`config.mk`:
```
export PLATFORM = sky130hd
export DESIGN_NAME = adc_scan_conversion_timer_core
export DESIGN_NICKNAME = d
export VERILOG_FILES = /design/src/rtl/acst_pkg.sv /design/src/rtl/acst_sample_ram.sv /design/src/rtl/acst_ctrl.sv /design/src/rtl/adc_scan_conversion_timer_core.sv
export SDC_FILE = /design/constraint.sdc
export NUM_CORES = 1
export LEC_CHECK = 0
export BUFFER_PORTS_ARGS = -buffer_cell sky130_fd_sc_hd__buf_2
export CAP_MARGIN = 15
export CELL_PAD_IN_SITES_DETAIL_PLACEMENT = 0
export CELL_PAD_IN_SITES_GLOBAL_PLACEMENT = 2
export CORE_MARGIN = 1
export CORE_UTILIZATION = 48
export CTS_CLUSTER_DIAMETER = 30
export CTS_CLUSTER_SIZE = 16
export DETAILED_ROUTE_END_ITERATION = 16
export PLACE_DENSITY = 0.87
export SYNTH_ARGS = -nofsm -noshare
export SYNTH_HDL_FRONTEND = slang
export SYNTH_SLANG_ARGS = --single-unit
```
`constraint.sdc`:
```
create_clock -name clk -period 3.8 [get_ports clk]
set_clock_uncertainty 0.05 [all_clocks]
set_input_delay 0.19 -clock clk [delete_from_list [all_inputs] [get_ports clk]]
set_output_delay 0.19 -clock clk [all_outputs]
set_load 0.02 [all_outputs]
```
`src/rtl/acst_pkg.sv`:
```
package acst_pkg;

  localparam int CHANNELS    = 16;
  localparam int SAMPLE_BITS = 16;
  localparam int CH_IDX_W    = (CHANNELS > 1) ? $clog2(CHANNELS) : 1;
  localparam int ADDR_W      = CH_IDX_W + 1;
  localparam int ENTRIES     = 2 * CHANNELS;

  localparam int ACTION_W   = 3;
  localparam int CHANNEL_W  = 4;
  localparam int MODE_W     = 8;
  localparam int SAMPLE_W   = 16;
  localparam int RDATA_W    = 16;
  localparam int INTERVAL_W = 16;

  localparam int IN_TDATA_W  = 32;
  localparam int OUT_TDATA_W = 24;

  localparam logic [INTERVAL_W-1:0] INTERVAL_RESET = 16'd160;

  localparam int MODE_CE_BIT = 7;
  localparam int MODE_PS_BIT = 6;
  localparam int MODE_EF_BIT = 0;

  typedef enum logic [ACTION_W-1:0] {
    ACT_TICK        = 3'd0,
    ACT_WRITE_MODE  = 3'd1,
    ACT_READ_MODE   = 3'd2,
    ACT_READ_RESULT = 3'd3,
    ACT_LOAD_LEVEL  = 3'd4
  } action_t;

  typedef struct packed {
    logic                   we;
    logic [ADDR_W-1:0]      waddr;
    logic [SAMPLE_BITS-1:0] wdata;
    logic                   re;
    logic [ADDR_W-1:0]      raddr;
  } mem_req_t;

  typedef struct packed {
    logic              mode_rd;
    logic [MODE_W-1:0] mode_data;
    logic              mem_rd;
    logic              irq;
    logic              running;
  } resp_t;

endpackage

```
`src/rtl/acst_sample_ram.sv`:
```
module acst_sample_ram
  import acst_pkg::*;
(
  input  logic                   clk,
  input  logic                   we,
  input  logic [ADDR_W-1:0]      waddr,
  input  logic [SAMPLE_BITS-1:0] wdata,
  input  logic                   re,
  input  logic [ADDR_W-1:0]      raddr,
  output logic [SAMPLE_BITS-1:0] rdata
);

  logic [SAMPLE_BITS-1:0] mem [ENTRIES];
  logic [SAMPLE_BITS-1:0] rdata_r;

  always_ff @(posedge clk) begin
    if (we) begin
      mem[waddr] <= wdata;
    end
  end

  always_ff @(posedge clk) begin
    if (re) begin
      rdata_r <= mem[raddr];
    end
  end

  assign rdata = rdata_r;

endmodule

```
`src/rtl/acst_ctrl.sv`:
```
module acst_ctrl
  import acst_pkg::*;
(
  input  logic                  clk,
  input  logic                  rst_n,
  input  logic                  cfg_wr_en,
  input  logic [INTERVAL_W-1:0] cfg_wr_data,
  input  logic                  accept,
  input  logic [ACTION_W-1:0]   action,
  input  logic [CHANNEL_W-1:0]  channel,
  input  logic [MODE_W-1:0]     mode_value,
  input  logic [SAMPLE_W-1:0]   sample_value,
  output mem_req_t              mem_req,
  output logic                  rd_entry_valid,
  output resp_t                 resp
);

  logic [INTERVAL_W-1:0] interval_r;
  logic [MODE_W-1:0]     mode_r, mode_nxt;
  logic                  run_r, run_nxt;
  logic [INTERVAL_W-1:0] cnt_r, cnt_nxt;
  logic [CHANNELS-1:0]   dirty_r, dirty_nxt;
  logic [CHANNELS-1:0]   bank_r, bank_nxt;
  logic [ENTRIES-1:0]    valid_r, valid_nxt;

  logic                  ch_ok;
  logic [CH_IDX_W-1:0]   ch_idx;
  logic                  rd_bank, wr_bank;
  logic                  irq;

  assign ch_ok   = {1'b0, channel} < (CHANNEL_W + 1)'(CHANNELS);
  assign ch_idx  = CH_IDX_W'(channel);
  // result of a channel sits in the latch bank unless the latch was rewritten since the last scan
  assign rd_bank = dirty_r[ch_idx] ? ~bank_r[ch_idx] : bank_r[ch_idx];
  assign wr_bank = dirty_r[ch_idx] ? bank_r[ch_idx] : ~bank_r[ch_idx];

  always_comb begin
    mode_nxt  = mode_r;
    run_nxt   = run_r;
    cnt_nxt   = cnt_r;
    dirty_nxt = dirty_r;
    bank_nxt  = bank_r;
    valid_nxt = valid_r;
    irq       = 1'b0;
    mem_req   = '0;
    mem_req.waddr = {wr_bank, ch_idx};
    mem_req.raddr = {rd_bank, ch_idx};
    mem_req.wdata = sample_value[SAMPLE_BITS-1:0];
    resp      = '0;
    resp.mode_data = mode_r;
    if (accept) begin
      case (action)
        ACT_TICK: begin
          if (!mode_r[MODE_CE_BIT] || !mode_r[MODE_PS_BIT]) begin
            run_nxt = 1'b0;
          end else begin
            if (!run_r) begin
              run_nxt = 1'b1;
              mode_nxt[MODE_EF_BIT] = 1'b1;
            end
            if (cnt_r < interval_r) begin
              cnt_nxt = cnt_r + 1'b1;
            end else begin
              mode_nxt = mode_r;
              mode_nxt[MODE_EF_BIT] = 1'b0;
              mode_nxt[MODE_CE_BIT] = 1'b0;
              cnt_nxt   = '0;
              dirty_nxt = '0;
              irq       = 1'b1;
            end
          end
        end
        ACT_WRITE_MODE: begin
          mode_nxt = mode_value;
        end
        ACT_READ_MODE: begin
          resp.mode_rd = 1'b1;
        end
        ACT_READ_RESULT: begin
          mem_req.re  = ch_ok;
          resp.mem_rd = ch_ok;
        end
        ACT_LOAD_LEVEL: begin
          if (ch_ok) begin
            mem_req.we                  = 1'b1;
            valid_nxt[{wr_bank, ch_idx}] = 1'b1;
            dirty_nxt[ch_idx]           = 1'b1;
            bank_nxt[ch_idx]            = wr_bank;
          end
        end
        default: begin
        end
      endcase
    end
    resp.irq     = irq;
    resp.running = run_nxt;
  end

  assign rd_entry_valid = valid_r[{rd_bank, ch_idx}];

  always_ff @(posedge clk) begin
    if (!rst_n) begin
      interval_r <= INTERVAL_RESET;
      mode_r     <= '0;
      run_r      <= 1'b0;
      cnt_r      <= '0;
      dirty_r    <= '0;
      bank_r     <= '0;
      valid_r    <= '0;
    end else begin
      if (cfg_wr_en) begin
        interval_r <= cfg_wr_data;
      end
      mode_r  <= mode_nxt;
      run_r   <= run_nxt;
      cnt_r   <= cnt_nxt;
      dirty_r <= dirty_nxt;
      bank_r  <= bank_nxt;
      valid_r <= valid_nxt;
    end
  end

endmodule

```
`src/rtl/adc_scan_conversion_timer_core.sv`:
```
// Scan-mode ADC controller core. Every input transfer (tick, mode register write/read,
// result read, analog level load) yields one output transfer; one item is taken per clock
// unless the output stalls; results pass the synchronous sample RAM read, then the output
// register. Latches and results share one 2*CHANNELS-entry RAM with two banks per channel,
// so a scan completion swaps banks through per-channel flags instead of copying. The RAM
// needs no clearing pass: per-entry valid bits give zero for entries never loaded. The user
// must write conv_interval via cfg_wr_en/cfg_wr_data only while idle; nothing enforces it.
module adc_scan_conversion_timer_core
  import acst_pkg::*;
(
  input  logic                   clk,
  input  logic                   rst_n,
  input  logic                   cfg_wr_en,
  input  logic [INTERVAL_W-1:0]  cfg_wr_data,
  input  logic                   in_tvalid,
  output logic                   in_tready,
  // [2:0] action, [6:3] channel, [14:7] mode_value, [30:15] sample_value, [31] zero
  input  logic [IN_TDATA_W-1:0]  in_tdata,
  output logic                   out_tvalid,
  input  logic                   out_tready,
  // [15:0] read_data, [16] conversion_irq, [17] running, [23:18] zero
  output logic [OUT_TDATA_W-1:0] out_tdata
);

  logic                   accept;
  mem_req_t               mem_req;
  resp_t                  resp;
  logic                   rd_entry_valid;
  logic [SAMPLE_BITS-1:0] ram_rdata;

  logic                   s1_valid_r;
  resp_t                  s1_resp_r;
  logic                   s1_entry_valid_r;
  logic                   s1_adv;
  logic                   out_valid_r;
  logic [OUT_TDATA_W-1:0] out_data_r;
  logic [RDATA_W-1:0]     s1_rdata;

  assign s1_adv    = s1_valid_r && (!out_valid_r || out_tready);
  assign in_tready = !s1_valid_r || s1_adv;
  assign accept    = in_tvalid && in_tready;

  acst_ctrl u_ctrl (
    .clk            (clk),
    .rst_n          (rst_n),
    .cfg_wr_en      (cfg_wr_en),
    .cfg_wr_data    (cfg_wr_data),
    .accept         (accept),
    .action         (in_tdata[2:0]),
    .channel        (in_tdata[6:3]),
    .mode_value     (in_tdata[14:7]),
    .sample_value   (in_tdata[30:15]),
    .mem_req        (mem_req),
    .rd_entry_valid (rd_entry_valid),
    .resp           (resp)
  );

  acst_sample_ram u_ram (
    .clk   (clk),
    .we    (mem_req.we),
    .waddr (mem_req.waddr),
    .wdata (mem_req.wdata),
    .re    (mem_req.re),
    .raddr (mem_req.raddr),
    .rdata (ram_rdata)
  );

  always_comb begin
    s1_rdata = '0;
    if (s1_resp_r.mode_rd) begin
      s1_rdata = RDATA_W'(s1_resp_r.mode_data);
    end else if (s1_resp_r.mem_rd && s1_entry_valid_r) begin
      s1_rdata = RDATA_W'(ram_rdata);
    end
  end

  always_ff @(posedge clk) begin
    if (!rst_n) begin
      s1_valid_r  <= 1'b0;
      out_valid_r <= 1'b0;
    end else begin
      if (accept) begin
        s1_valid_r <= 1'b1;
      end else if (s1_adv) begin
        s1_valid_r <= 1'b0;
      end
      if (s1_adv) begin
        out_valid_r <= 1'b1;
      end else if (out_tready) begin
        out_valid_r <= 1'b0;
      end
    end
  end

  always_ff @(posedge clk) begin
    if (accept) begin
      s1_resp_r        <= resp;
      s1_entry_valid_r <= rd_entry_valid;
    end
    if (s1_adv) begin
      out_data_r <= {6'd0, s1_resp_r.running, s1_resp_r.irq, s1_rdata};
    end
  end

  assign out_tvalid = out_valid_r;
  assign out_tdata  = out_data_r;

  a_irq_running: assert property (@(posedge clk) disable iff (!rst_n)
    s1_valid_r && s1_resp_r.irq |-> s1_resp_r.running && !s1_resp_r.mem_rd)
    else $error("scan completion without run state");

  a_s1_hold: assert property (@(posedge clk) disable iff (!rst_n)
    s1_valid_r && !s1_adv |=> s1_valid_r && $stable(s1_resp_r) && $stable(ram_rdata))
    else $error("stalled read stage lost its data");

  a_no_overrun: assert property (@(posedge clk) disable iff (!rst_n)
    accept |-> !s1_valid_r || s1_adv)
    else $error("read stage overwritten");

endmodule

```
# [Yosys cells after proc, flatten, opt, wreduce, memory -nomap -nowiden]
# Memories as Yosys holds them, arrays and structs flattened. A register that Yosys moved wholly into a read port is not among the register bits.
# Cells that the tools add are included.
[op_classes] n_lt_le_gt_ge=6 n_reduce_logical=25 bitwise_logic=6 eq_ne=7 add_sub_neg=1 mux=38
[ops] op="16-bit two-way mux" n=3
[ops] op="8-bit two-way mux" n=4
[ops] op="32-bit bitwise OR" n=1
[ops] op="16-bit one-hot mux with 2 select lines" n=1
[ops] op="1-bit two-way mux" n=23
[ops] op="16-bit by 1-bit adder with 16-bit output, second input constant" n=1
[ops] op="16-bit bitwise mux" n=1
[ops] op="16-bit < comparator" n=1
[ops] op="16-bit bitwise OR" n=1
[ops] op="8-bit one-hot mux with 2 select lines" n=1
[ops] op="5-bit by 6-bit < comparator with 1-bit output, second input constant" n=2
[ops] op="4-bit AND reduction" n=3
[ops] op="1-bit binary-select mux with 4-bit select" n=2
[ops] op="2-bit nonzero test" n=4
[ops] op="3-bit by 2-bit equality test with 1-bit output, second input constant" n=2
[ops] op="3-bit AND reduction" n=2
[ops] op="1-bit binary-select mux with 5-bit select" n=1
[ops] op="1-bit demux with 5-bit select" n=1
[ops] op="5-bit by 1-bit >= comparator with 1-bit output, second input constant" n=1
[ops] op="1-bit logical AND" n=5
[ops] op="4-bit by 5-bit < comparator with 1-bit output, second input constant" n=1
[ops] op="1-bit demux with 4-bit select" n=1
[ops] op="4-bit by 1-bit >= comparator with 1-bit output, second input constant" n=1
[ops] op="1-bit zero test" n=4
[ops] op="9 further kinds" n=16
[word_totals] mem_count=1 mem_bits_rw=512 output_inout_bits=26 regBits=138 wordCells=103
[mem_list] memory="u_ram.mem" depth=32 word_bits=16 read_ports=1 rd_ports_with_merged_regs=1 wr=1 line_no="acst_sample_ram.sv:13" rtl="logic [SAMPLE_BITS-1:0] mem [ENTRIES];"

# [Depth between registers and ports, before layout]
# Gate-level depths: netlist of the first run.
[logic_depth] word_depth=9 ltp_mapped=9 mapped_depth_nobuf=8

# [By module]
# Synthesis of the first run repeated with hierarchy kept, for this count alone.
[unflattened] cells_unflattened=1785 area_unflattened_um2=27025.9
[modules_own_cells] module="acst_sample_ram" instances=1 area_per_inst_um2=20694.8 seq_area_each_um2=15855.2 cells_per_inst=1143
[modules_own_cells] module="acst_ctrl" instances=1 area_per_inst_um2=5079.9 seq_area_each_um2=2102.0 cells_per_inst=559
[modules_own_cells] module="adc_scan_conversion_timer_core" instances=1 area_per_inst_um2=1251.2 seq_area_each_um2=970.9 cells_per_inst=83

# [Worst setup path before layout of the first run]
# OpenSTA, ideal clock, no wires.
[synth_timing] path_type="input-to-reg" from="input port in_tdata[3]" to="memory u_ram.mem[13][0] (enable)" path_slack_ns=0.856 stages=8 n_path_buf=3 setup_ns=0.392 t_arrival_ns=2.502 required_time_ns=3.358 cell_sequence="buf_6 -> buf_6 -> mux4_2 -> a22oi_1 -> nand2_1 -> xor2_1 -> clkbuf_1 -> nor2b_1"
[synth_between] elab_chain_len=4 elab_cells_between_ends=6 cone_classes="mux (5); bitwise (1)"
[synth_rtl] item="start: declaration" line_no="adc_scan_conversion_timer_core.sv:18" rtl="input logic [IN_TDATA_W-1:0] in_tdata,"
[synth_rtl] item="1-bit binary-select mux with 4-bit select" line_no="acst_ctrl.sv:35" rtl="assign wr_bank = dirty_r[ch_idx] ? bank_r[ch_idx] : ~bank_r[ch_idx];"
[synth_rtl] item="1-bit two-way mux (not written as such)" line_no="acst_ctrl.sv:35"
[synth_rtl] item="1-bit inverter" line_no="acst_ctrl.sv:35"
[synth_rtl] item="1-bit two-way mux" line_no="acst_ctrl.sv:35"
[synth_rtl] item="end: declaration" line_no="acst_sample_ram.sv:13"
# Several ways; a longest one is shown, not always the timed one. The select of a mux whose other input is x is not followed.

# [Final worst setup path of the first run]
[layout_timing] from="register s1_valid_r" to="register u_ctrl.mode_r[0]"
[layout_between] elab_chain_len=4 elab_cells_between_ends=5 cone_classes="reduce/logical (5)"
[layout_rtl] item="start: declaration" line_no="adc_scan_conversion_timer_core.sv:31" rtl="logic s1_valid_r;"
[layout_rtl] item="start signal: assignment" line_no="adc_scan_conversion_timer_core.sv:79" rtl="s1_valid_r <= 1'b0;"
[layout_rtl] item="start signal: assignment" line_no="adc_scan_conversion_timer_core.sv:83" rtl="s1_valid_r <= 1'b1;"
[layout_rtl] item="start signal: assignment" line_no="adc_scan_conversion_timer_core.sv:85" rtl="s1_valid_r <= 1'b0;"
[layout_rtl] item="1-bit zero test / 1-bit logical AND (equally long branches)" line_no="adc_scan_conversion_timer_core.sv:40, adc_scan_conversion_timer_core.sv:39"
[layout_rtl] item="1-bit logical OR (*)" line_no="adc_scan_conversion_timer_core.sv:40" rtl="assign in_tready = !s1_valid_r || s1_adv;"
[layout_rtl] item="1-bit logical AND (*)" line_no="adc_scan_conversion_timer_core.sv:41" rtl="assign accept = in_tvalid && in_tready;"
[layout_rtl] item="named net accept" line_no="adc_scan_conversion_timer_core.sv:25" rtl="logic accept;"
[layout_rtl] item="4-bit AND reduction (no line) (*)"
[layout_rtl] item="end signal: assignment" line_no="acst_ctrl.sv:114" rtl="mode_r <= mode_nxt;"
[layout_rtl] item="end: declaration" line_no="acst_ctrl.sv:19" rtl="logic [MODE_W-1:0] mode_r, mode_nxt;"
# The timed path passes the listed nets; every way through them passes the cells marked *.
# A chain may end at the register's enable or synchronous reset.

==> results.py, run 1 <==
metrics = {
    "cells_and_area": {
        "layout.cells.non_filler": 2354,
        "syn2layout_area_growth_pct": 23.2,
        "finalCoreUtilization": 0.604,
        "layout-drive-gt1-share": 0.327,
        "num-nets-final": 1633,
        "n_antenna_cell": 0,
        "fill_cells": 3640,
    },
    "setup_path": {
        "start_kind": "flop",
        "critPathMaxStageDelay_ns": 0.61,
        "crit_fanout": 21,
        "required_ns": 4.30,
        "path_cells": "nand3b_1 > nand2_1 > clkinv_1 > nand2_1 > o221ai_1 > dlygate4sd3_1 > a211oi_1",
        "endpoint_kind": "flop",
        "r2r_cells": 7,
        "crit_slowest_cell": "clkinv_1",
        "cp_common_cell": "nand2_1",
        "arrival_ns": 3.63,
        "r2r_setup_slack_ns": 0.67,
        "worstSetupPathType": "reg -> reg",
    },
    "worst_hold_path": {
        "whs_path_depth": 2,
        "hold_path_class": "in -> reg",
    },
    "grt": {
        "overflow": 0,
        "grt_max_degree": 125,
        "grtUsageTotal": 0.216,
        "first_global_vias": 14089,
        "grt_pass1_wl_um": 88200,
        "grt_antenna_before_repair": 2,
    },
    "timing": {
        "setup_ws_ns": 0.675,
        "max_freq_ghz": 0.320,
        "worst_pin_slew_ns": 1.22,
        "period_minus_slack_ns": 3.13,
        "rsz0062_at_grt": "false",
        "finalSetupTns_ns": 0,
        "slew_viol_final": 0,
        "setup_viol": 0,
        "fin_crit_sh": 0.822,
        "slew_headroom": 0.186,
        "fin_hold_ws_ns": 0.0262,
        "hold_viol_final": 0,
    },
    "die": {
        "die_h_um": 235,
        "floorplan.rows": 84,
        "die_w_um": 235,
        "core-area_um2": 53100,
        "die-area_um2": 55100,
        "initial_core_util": 0.490,
        "io_pins": 79,
    },
    "place": {
        "dp_hpwl_um": 31000,
        "numPortBuffers": 71,
        "dp.cells": 2068,
        "gp_congestion": 0.746,
        "place_ws_ns": 0.617,
    },
    "yosys": {
        "synth_edf_count": 559,
        "seq_area_frac_synth": 0.728,
        "syn_area_um2": 26000,
        "synth_area_leader_cell": "edfxtp_1",
        "synthSimpleGateAreaFrac": 0.0371,
        "synth_fa_ha_area_frac": 0.00770,
        "ys_async_sr_fraction": 0,
        "syn_inst": 1332,
        "synthMuxAreaShare": 0.167,
        "synth_top_family_by_area": "multiplexers",
        "yosys-top-cells-area": "edfxtp_1, mux4_2, dfxtp_1",
        "avgSynthCellArea_um2": 19.5,
        "synthXorXnorAreaFrac": 0.00539,
        "ys_ff_latch": 666,
        "synth_compound_area_frac": 0.0345,
        "ys_warn_count": 0,
        "synth_ff_type": "edfxtp_1",
        "synth_top_area_frac": 0.646,
        "synth_cell_type_count": 46,
    },
    "route": {
        "wirelength_um": 58600,
        "first_pass_iters": 6,
        "ant_nets": 0,
        "num_vias": 13603,
        "drc_errors": 0,
        "wire_per_inst_um": 24.9,
        "drtIter0Drc": 1244,
        "via_per_inst": 5.78,
    },
    "power": {
        "power_density_nw_per_um2": 596,
        "ir_drop_mv": 0.342,
        "p_leak_nw": 10.8,
    },
    "clock_network": {
        "cts_tree": "yes",
        "clockRootBuffer": "clkbuf_16",
        "clkTransAtPathRegs_ns": 0.05,
        "cts_resized": 0,
        "cts_max_level": 3,
        "cts-hold-fix-buffers": 65,
        "cts.path.max_buffers": 3,
        "numCtsBuffers": 117,
        "cts_setup_buffers": 0,
        "clk_latency_ns": 0.66,
        "clock_sinks": 666,
    },
    "outcome": {
        "status": "finished clean",
    },
    "run": {
        "maxCapViolations": 0,
    },
}
## flip-flops by register name, summed over array words and instances, names as in the netlist
name and flops:
out_tdata 18, out_tvalid 1, s1_entry_valid_r 1, s1_resp_r 12, s1_valid_r 1, u_ctrl.bank_r 16, u_ctrl.cnt_r 16, u_ctrl.dirty_r 16
u_ctrl.interval_r 16, u_ctrl.mode_r 8, u_ctrl.run_r 1, u_ctrl.valid_r 32, u_ram.mem 512, u_ram.rdata 16
## routing by layer
| metal | GRT usage | part of all wire | up-vias |
|---|---|---|---|
| li1 | - | - | 5883 |
| met1 | 0.288 | 0.40 | 7074 |
| met2 | 0.356 | 0.50 | 546 |
| met3 | 0.0453 | 0.077 | 100 |
| met4 | 0.0746 | 0.023 | 0 |
| met5 | 0 | 0 | - |
## cells in the final DEF (no fill, tap or decap), types with 13 or more instances in the layout
cell | synthesis | routed
inv_1 | 35 | 35
nor2b_1 | 37 | 20
mux4_2 | 178 | 178
nand2_1 | 42 | 42
bufinv_16 | 0 | 13
dfxtp_1 | 107 | 107
dlygate4sd3_1 | 0 | 65
buf_2 | 10 | 69
edfxtp_1 | 559 | 559
mux2_2 | 17 | 17
o21a_1 | 50 | 50
clkbuf_16 | 0 | 118
ha_1 | 16 | 16
and2_1 | 28 | 28
a21oi_1 | 24 | 24
nor2_1 | 38 | 22
clkinv_2 | 0 | 16
clkbuf_1 | 37 | 15
nand3_1 | 14 | 14
buf_4 | 16 | 42
nor2_2 | 0 | 16
mux2i_1 | 15 | 15
o2111ai_1 | 17 | 17
nor2b_2 | 0 | 17
clkinvlp_4 | 0 | 13
## report_power, final
group	leakage, nW	total, mW	switching [mW]	internal (mW)
Sequential	5.92	7.98	0.0176	7.97
Clock	1.93	10.4	3.69	6.71
Combinational	3.00	0.703	0.394	0.309
Total	10.8	19.1	4.11	15.0
## worst max-delay path: cells and delay by family (launching register included)
family / cells / cell delay, ns
buffers and inverters: 2 / 1.21
and+or+nand+nor: 3 / 1.02
AOI/OAI and AO/OA: 2 / 0.38
DFF: 1 / 0.35
## stage by stage
stage | power [mW] | area, um^2
detailed placement | 8.77 | 27400
CTS | 19.2 | 32000
floorplan | 8.53 | 26000
global route | 19.6 | 32000
finish | 19.1 | 32000
global placement | 8.75 | 27400
## final timing paths
path	start	end
max	s1_valid_r$_SDFFE_PN0P_	u_ctrl.mode_r[0]$_SDFFE_PN0P_
min	rst_n	u_ctrl.interval_r[3]$_SDFFE_PN0P_
max reg2reg	s1_valid_r$_SDFFE_PN0P_	u_ctrl.mode_r[0]$_SDFFE_PN0P_
min reg2reg	s1_resp_r[0]$_DFFE_PP_	out_tdata[17]$_DFFE_PP_
## synth_stat cells, drive strengths merged, types with 15 or more instances
cell type / number
o2111ai: 17
mux4: 178
clkbuf: 37
mux2i: 15
edfxtp: 559
buf: 38
and2: 29
nand2: 42
inv: 35
mux2: 17
o21a: 50
a21oi: 24
ha: 16
dfxtp: 107
nor2b: 37
nor2: 38
## kinds of logic (layout without fill, tap and decap cells)
| kind of cell | count (synthesis) | in the layout |
|---|---|---|
| DFF | 666 | 666 |
| AOI/OAI and AO/OA | 123 | 123 |
| and+or+nand+nor | 189 | 189 |
| other | 1 | 6 |
| buffers and inverters | 111 | 440 |
| xor gates and xnor gates | 16 | 16 |
| muxes | 210 | 210 |
| adders and majority gates | 16 | 16 |
## area by class of cell
class	instances	area, um^2	area share
clock buffers	137	3060	0.0957
clock inverters	84	931	0.0291
inverters	36	135	0.00422
multi-input cells	560	6680	0.209
flip-flops and latches	666	18900	0.591
well taps	688	861	0.0269
repair buffers	183	1430	0.0447
(Power assumes the default switching activity.)
==> run 2: changes to the inputs <==
- CORE_UTILIZATION: 48 -> 44
- PLACE_DENSITY: 0.87 -> 0.85
- clock period: 3.8 -> 2.85 ns (I/O delays scaled with it)
==> results.py, run 2 (synthesis gave the netlist of run 1 again) <==
metrics = {
    "grt": {
        "grt_pass1_wl_um": 90900,
        "first_global_vias": 14604,
        "grt_max_degree": 129,
        "overflow": 0,
        "grtUsageTotal": 0.206,
        "grt_antenna_before_repair": 7,
    },
    "timing": {
        "hold_viol_final": 0,
        "period_minus_slack_ns": 2.76,
        "setup_viol": 0,
        "fin_crit_sh": 0.969,
        "fin_hold_ws_ns": 0.100,
        "max_freq_ghz": 0.362,
        "finalSetupTns_ns": 0,
        "rsz0062_at_grt": "true",
        "slew_headroom": 0.302,
        "slew_viol_final": 0,
        "worst_pin_slew_ns": 1.05,
    },
    "setup_path": {
        "crit_fanout": 18,
        "endpoint_kind": "flop",
        "start_kind": "flop",
        "required_ns": 3.05,
        "arrival_ns": 2.96,
        "worstSetupPathType": "reg -> reg",
    },
    "place": {
        "numPortBuffers": 71,
        "dp_hpwl_um": 33900,
        "gp_congestion": 0.813,
        "placedInstanceArea_um2": 28000,
    },
    "outcome": {
        "status": "finished clean",
    },
    "worst_hold_path": {
        "hold_path_class": "in -> reg",
    },
    "die": {
        "initial_core_util": 0.448,
        "die_w_um": 245,
        "floorplan.rows": 88,
        "die_h_um": 245,
        "die-area_um2": 60100,
        "io_pins": 79,
        "core-area_um2": 58000,
    },
    "cells_and_area": {
        "layout-drive-gt1-share": 0.330,
        "largest_register_ffs": 512,
        "fill_cells": 4263,
        "num-nets-final": 1667,
        "layout_commonest_cell": "edfxtp_1",
        "syn2layout_area_growth_pct": 25.6,
        "final_cell_mix": "edfxtp_1, mux4_2, clkbuf_16",
        "multi_input_area_um2": 6700,
        "stdcell_area_um2": 32700,
        "register_area_um2": 18900,
        "regMostFlops": "u_ram.mem",
        "n_antenna_cell": 0,
    },
    "route": {
        "drc_errors": 0,
        "wirelength_um": 60400,
        "via_per_inst": 5.56,
        "wire_per_inst_um": 24.6,
        "ant_nets": 0,
        "first_pass_iters": 5,
        "num_vias": 13678,
        "drtIter0Drc": 1151,
    },
    "power": {
        "p_comb_frac": 0.039,
        "power_density_nw_per_um2": 770,
        "power_frac_seq": 0.423,
        "ir_drop_mv": 0.498,
        "clkPwrFrac": 0.538,
        "p_sw_mw": 5.20,
        "finalPower_mw": 25.2,
        "p_sw_frac": 0.207,
        "p_leak_nw": 11.0,
        "p_int_mw": 19.9,
    },
    "clock_network": {
        "clockRootBuffer": "clkbuf_16",
        "clk_latency_ns": 0.65,
        "clock_sinks": 666,
        "clkTransAtPathRegs_ns": 0.05,
        "cts_setup_buffers": 0,
        "numCtsBuffers": 113,
        "cts_tree": "yes",
        "cts_max_level": 3,
        "cts.path.max_buffers": 3,
    },
    "run": {
        "maxCapViolations": 0,
    },
}
[run 2: cell types whose count changed in the layout (fill, tap and decap cells not counted), sizes merged]
cell,previous run,this run
bufinv,13,16
clkbuf,137,131
clkinvlp,13,16
inv,56,42
buf,118,146
clkinv,38,43
dlygate4sd3,65,75
[run 2: timing repair]
item                       in CTS  in global routing
resized for setup               1                  3
hold endpoints to repair      506                  0
hold buffers                   75                  0
pin swaps                       0                  0
setup endpoints to repair      16                 71
[run 2: stage by stage]
step | setup WS (ns) | cells | utilization
floorplan | 0.0822 | 1337 | -
global placement | -0.0692 | 2173 | 0.483
detailed placement | -0.165 | 2173 | 0.483
CTS | 0.000473 | 2460 | 0.563
global route | -0.0154 | 2460 | 0.563
finish | 0.0872 | 2460 | 0.563
[run 2: critical path: stages, from the launching register on]
cell and delay, ns:
dfxtp_1 0.32, mux4_2 0.48, a22oi_1 0.24, nand2_1 0.18, xor2_4 0.28, nor2_2 0.83
[run 2: area by class of cell]
type | count | share of cell area
clock inverters | 81 | 0.0272
clock buffers | 131 | 0.0909
repair buffers | 221 | 0.0639
flip-flops and latches | 666 | 0.580
inverters | 36 | 0.00414
multi-input cells | 560 | 0.205
well taps | 765 | 0.0293
[run 2: metal layers]
| metal | vias to the layer above | track usage | part of all wire |
|---|---|---|---|
| met5 | - | 0 | 0.00055 |
| met2 | 604 | 0.335 | 0.49 |
| met1 | 7021 | 0.267 | 0.40 |
| met3 | 111 | 0.0581 | 0.085 |
| li1 | 5938 | - | - |
| met4 | 4 | 0.0667 | 0.023 |
[run 2: final timing paths]
check        slack (ns)  cells past startpoint                           start                       endpoint
max                0.09                      5  u_ctrl.bank_r[11]$_SDFFE_PN0P_    u_ram.mem[30][13]$_DFFE_PP_
min                0.10                      5                     in_tdata[2]  u_ctrl.mode_r[7]$_SDFFE_PN0P_
max reg2reg        0.09                      5  u_ctrl.bank_r[11]$_SDFFE_PN0P_    u_ram.mem[30][13]$_DFFE_PP_
min reg2reg        0.37                      0          s1_resp_r[0]$_DFFE_PP_        out_tdata[17]$_DFFE_PP_
[run 2: power groups by stage]
stage	combinational, mW	sequential, mW	clock (mW)
6_report	0.987	10.6	13.5
5_1_grt	1.06	10.6	14.1
4_1_cts	0.991	10.6	13.7
3_5_place_dp	0.901	10.8	0
3_3_place_gp	0.877	10.8	0
2_1_floorplan	0.535	10.8	0
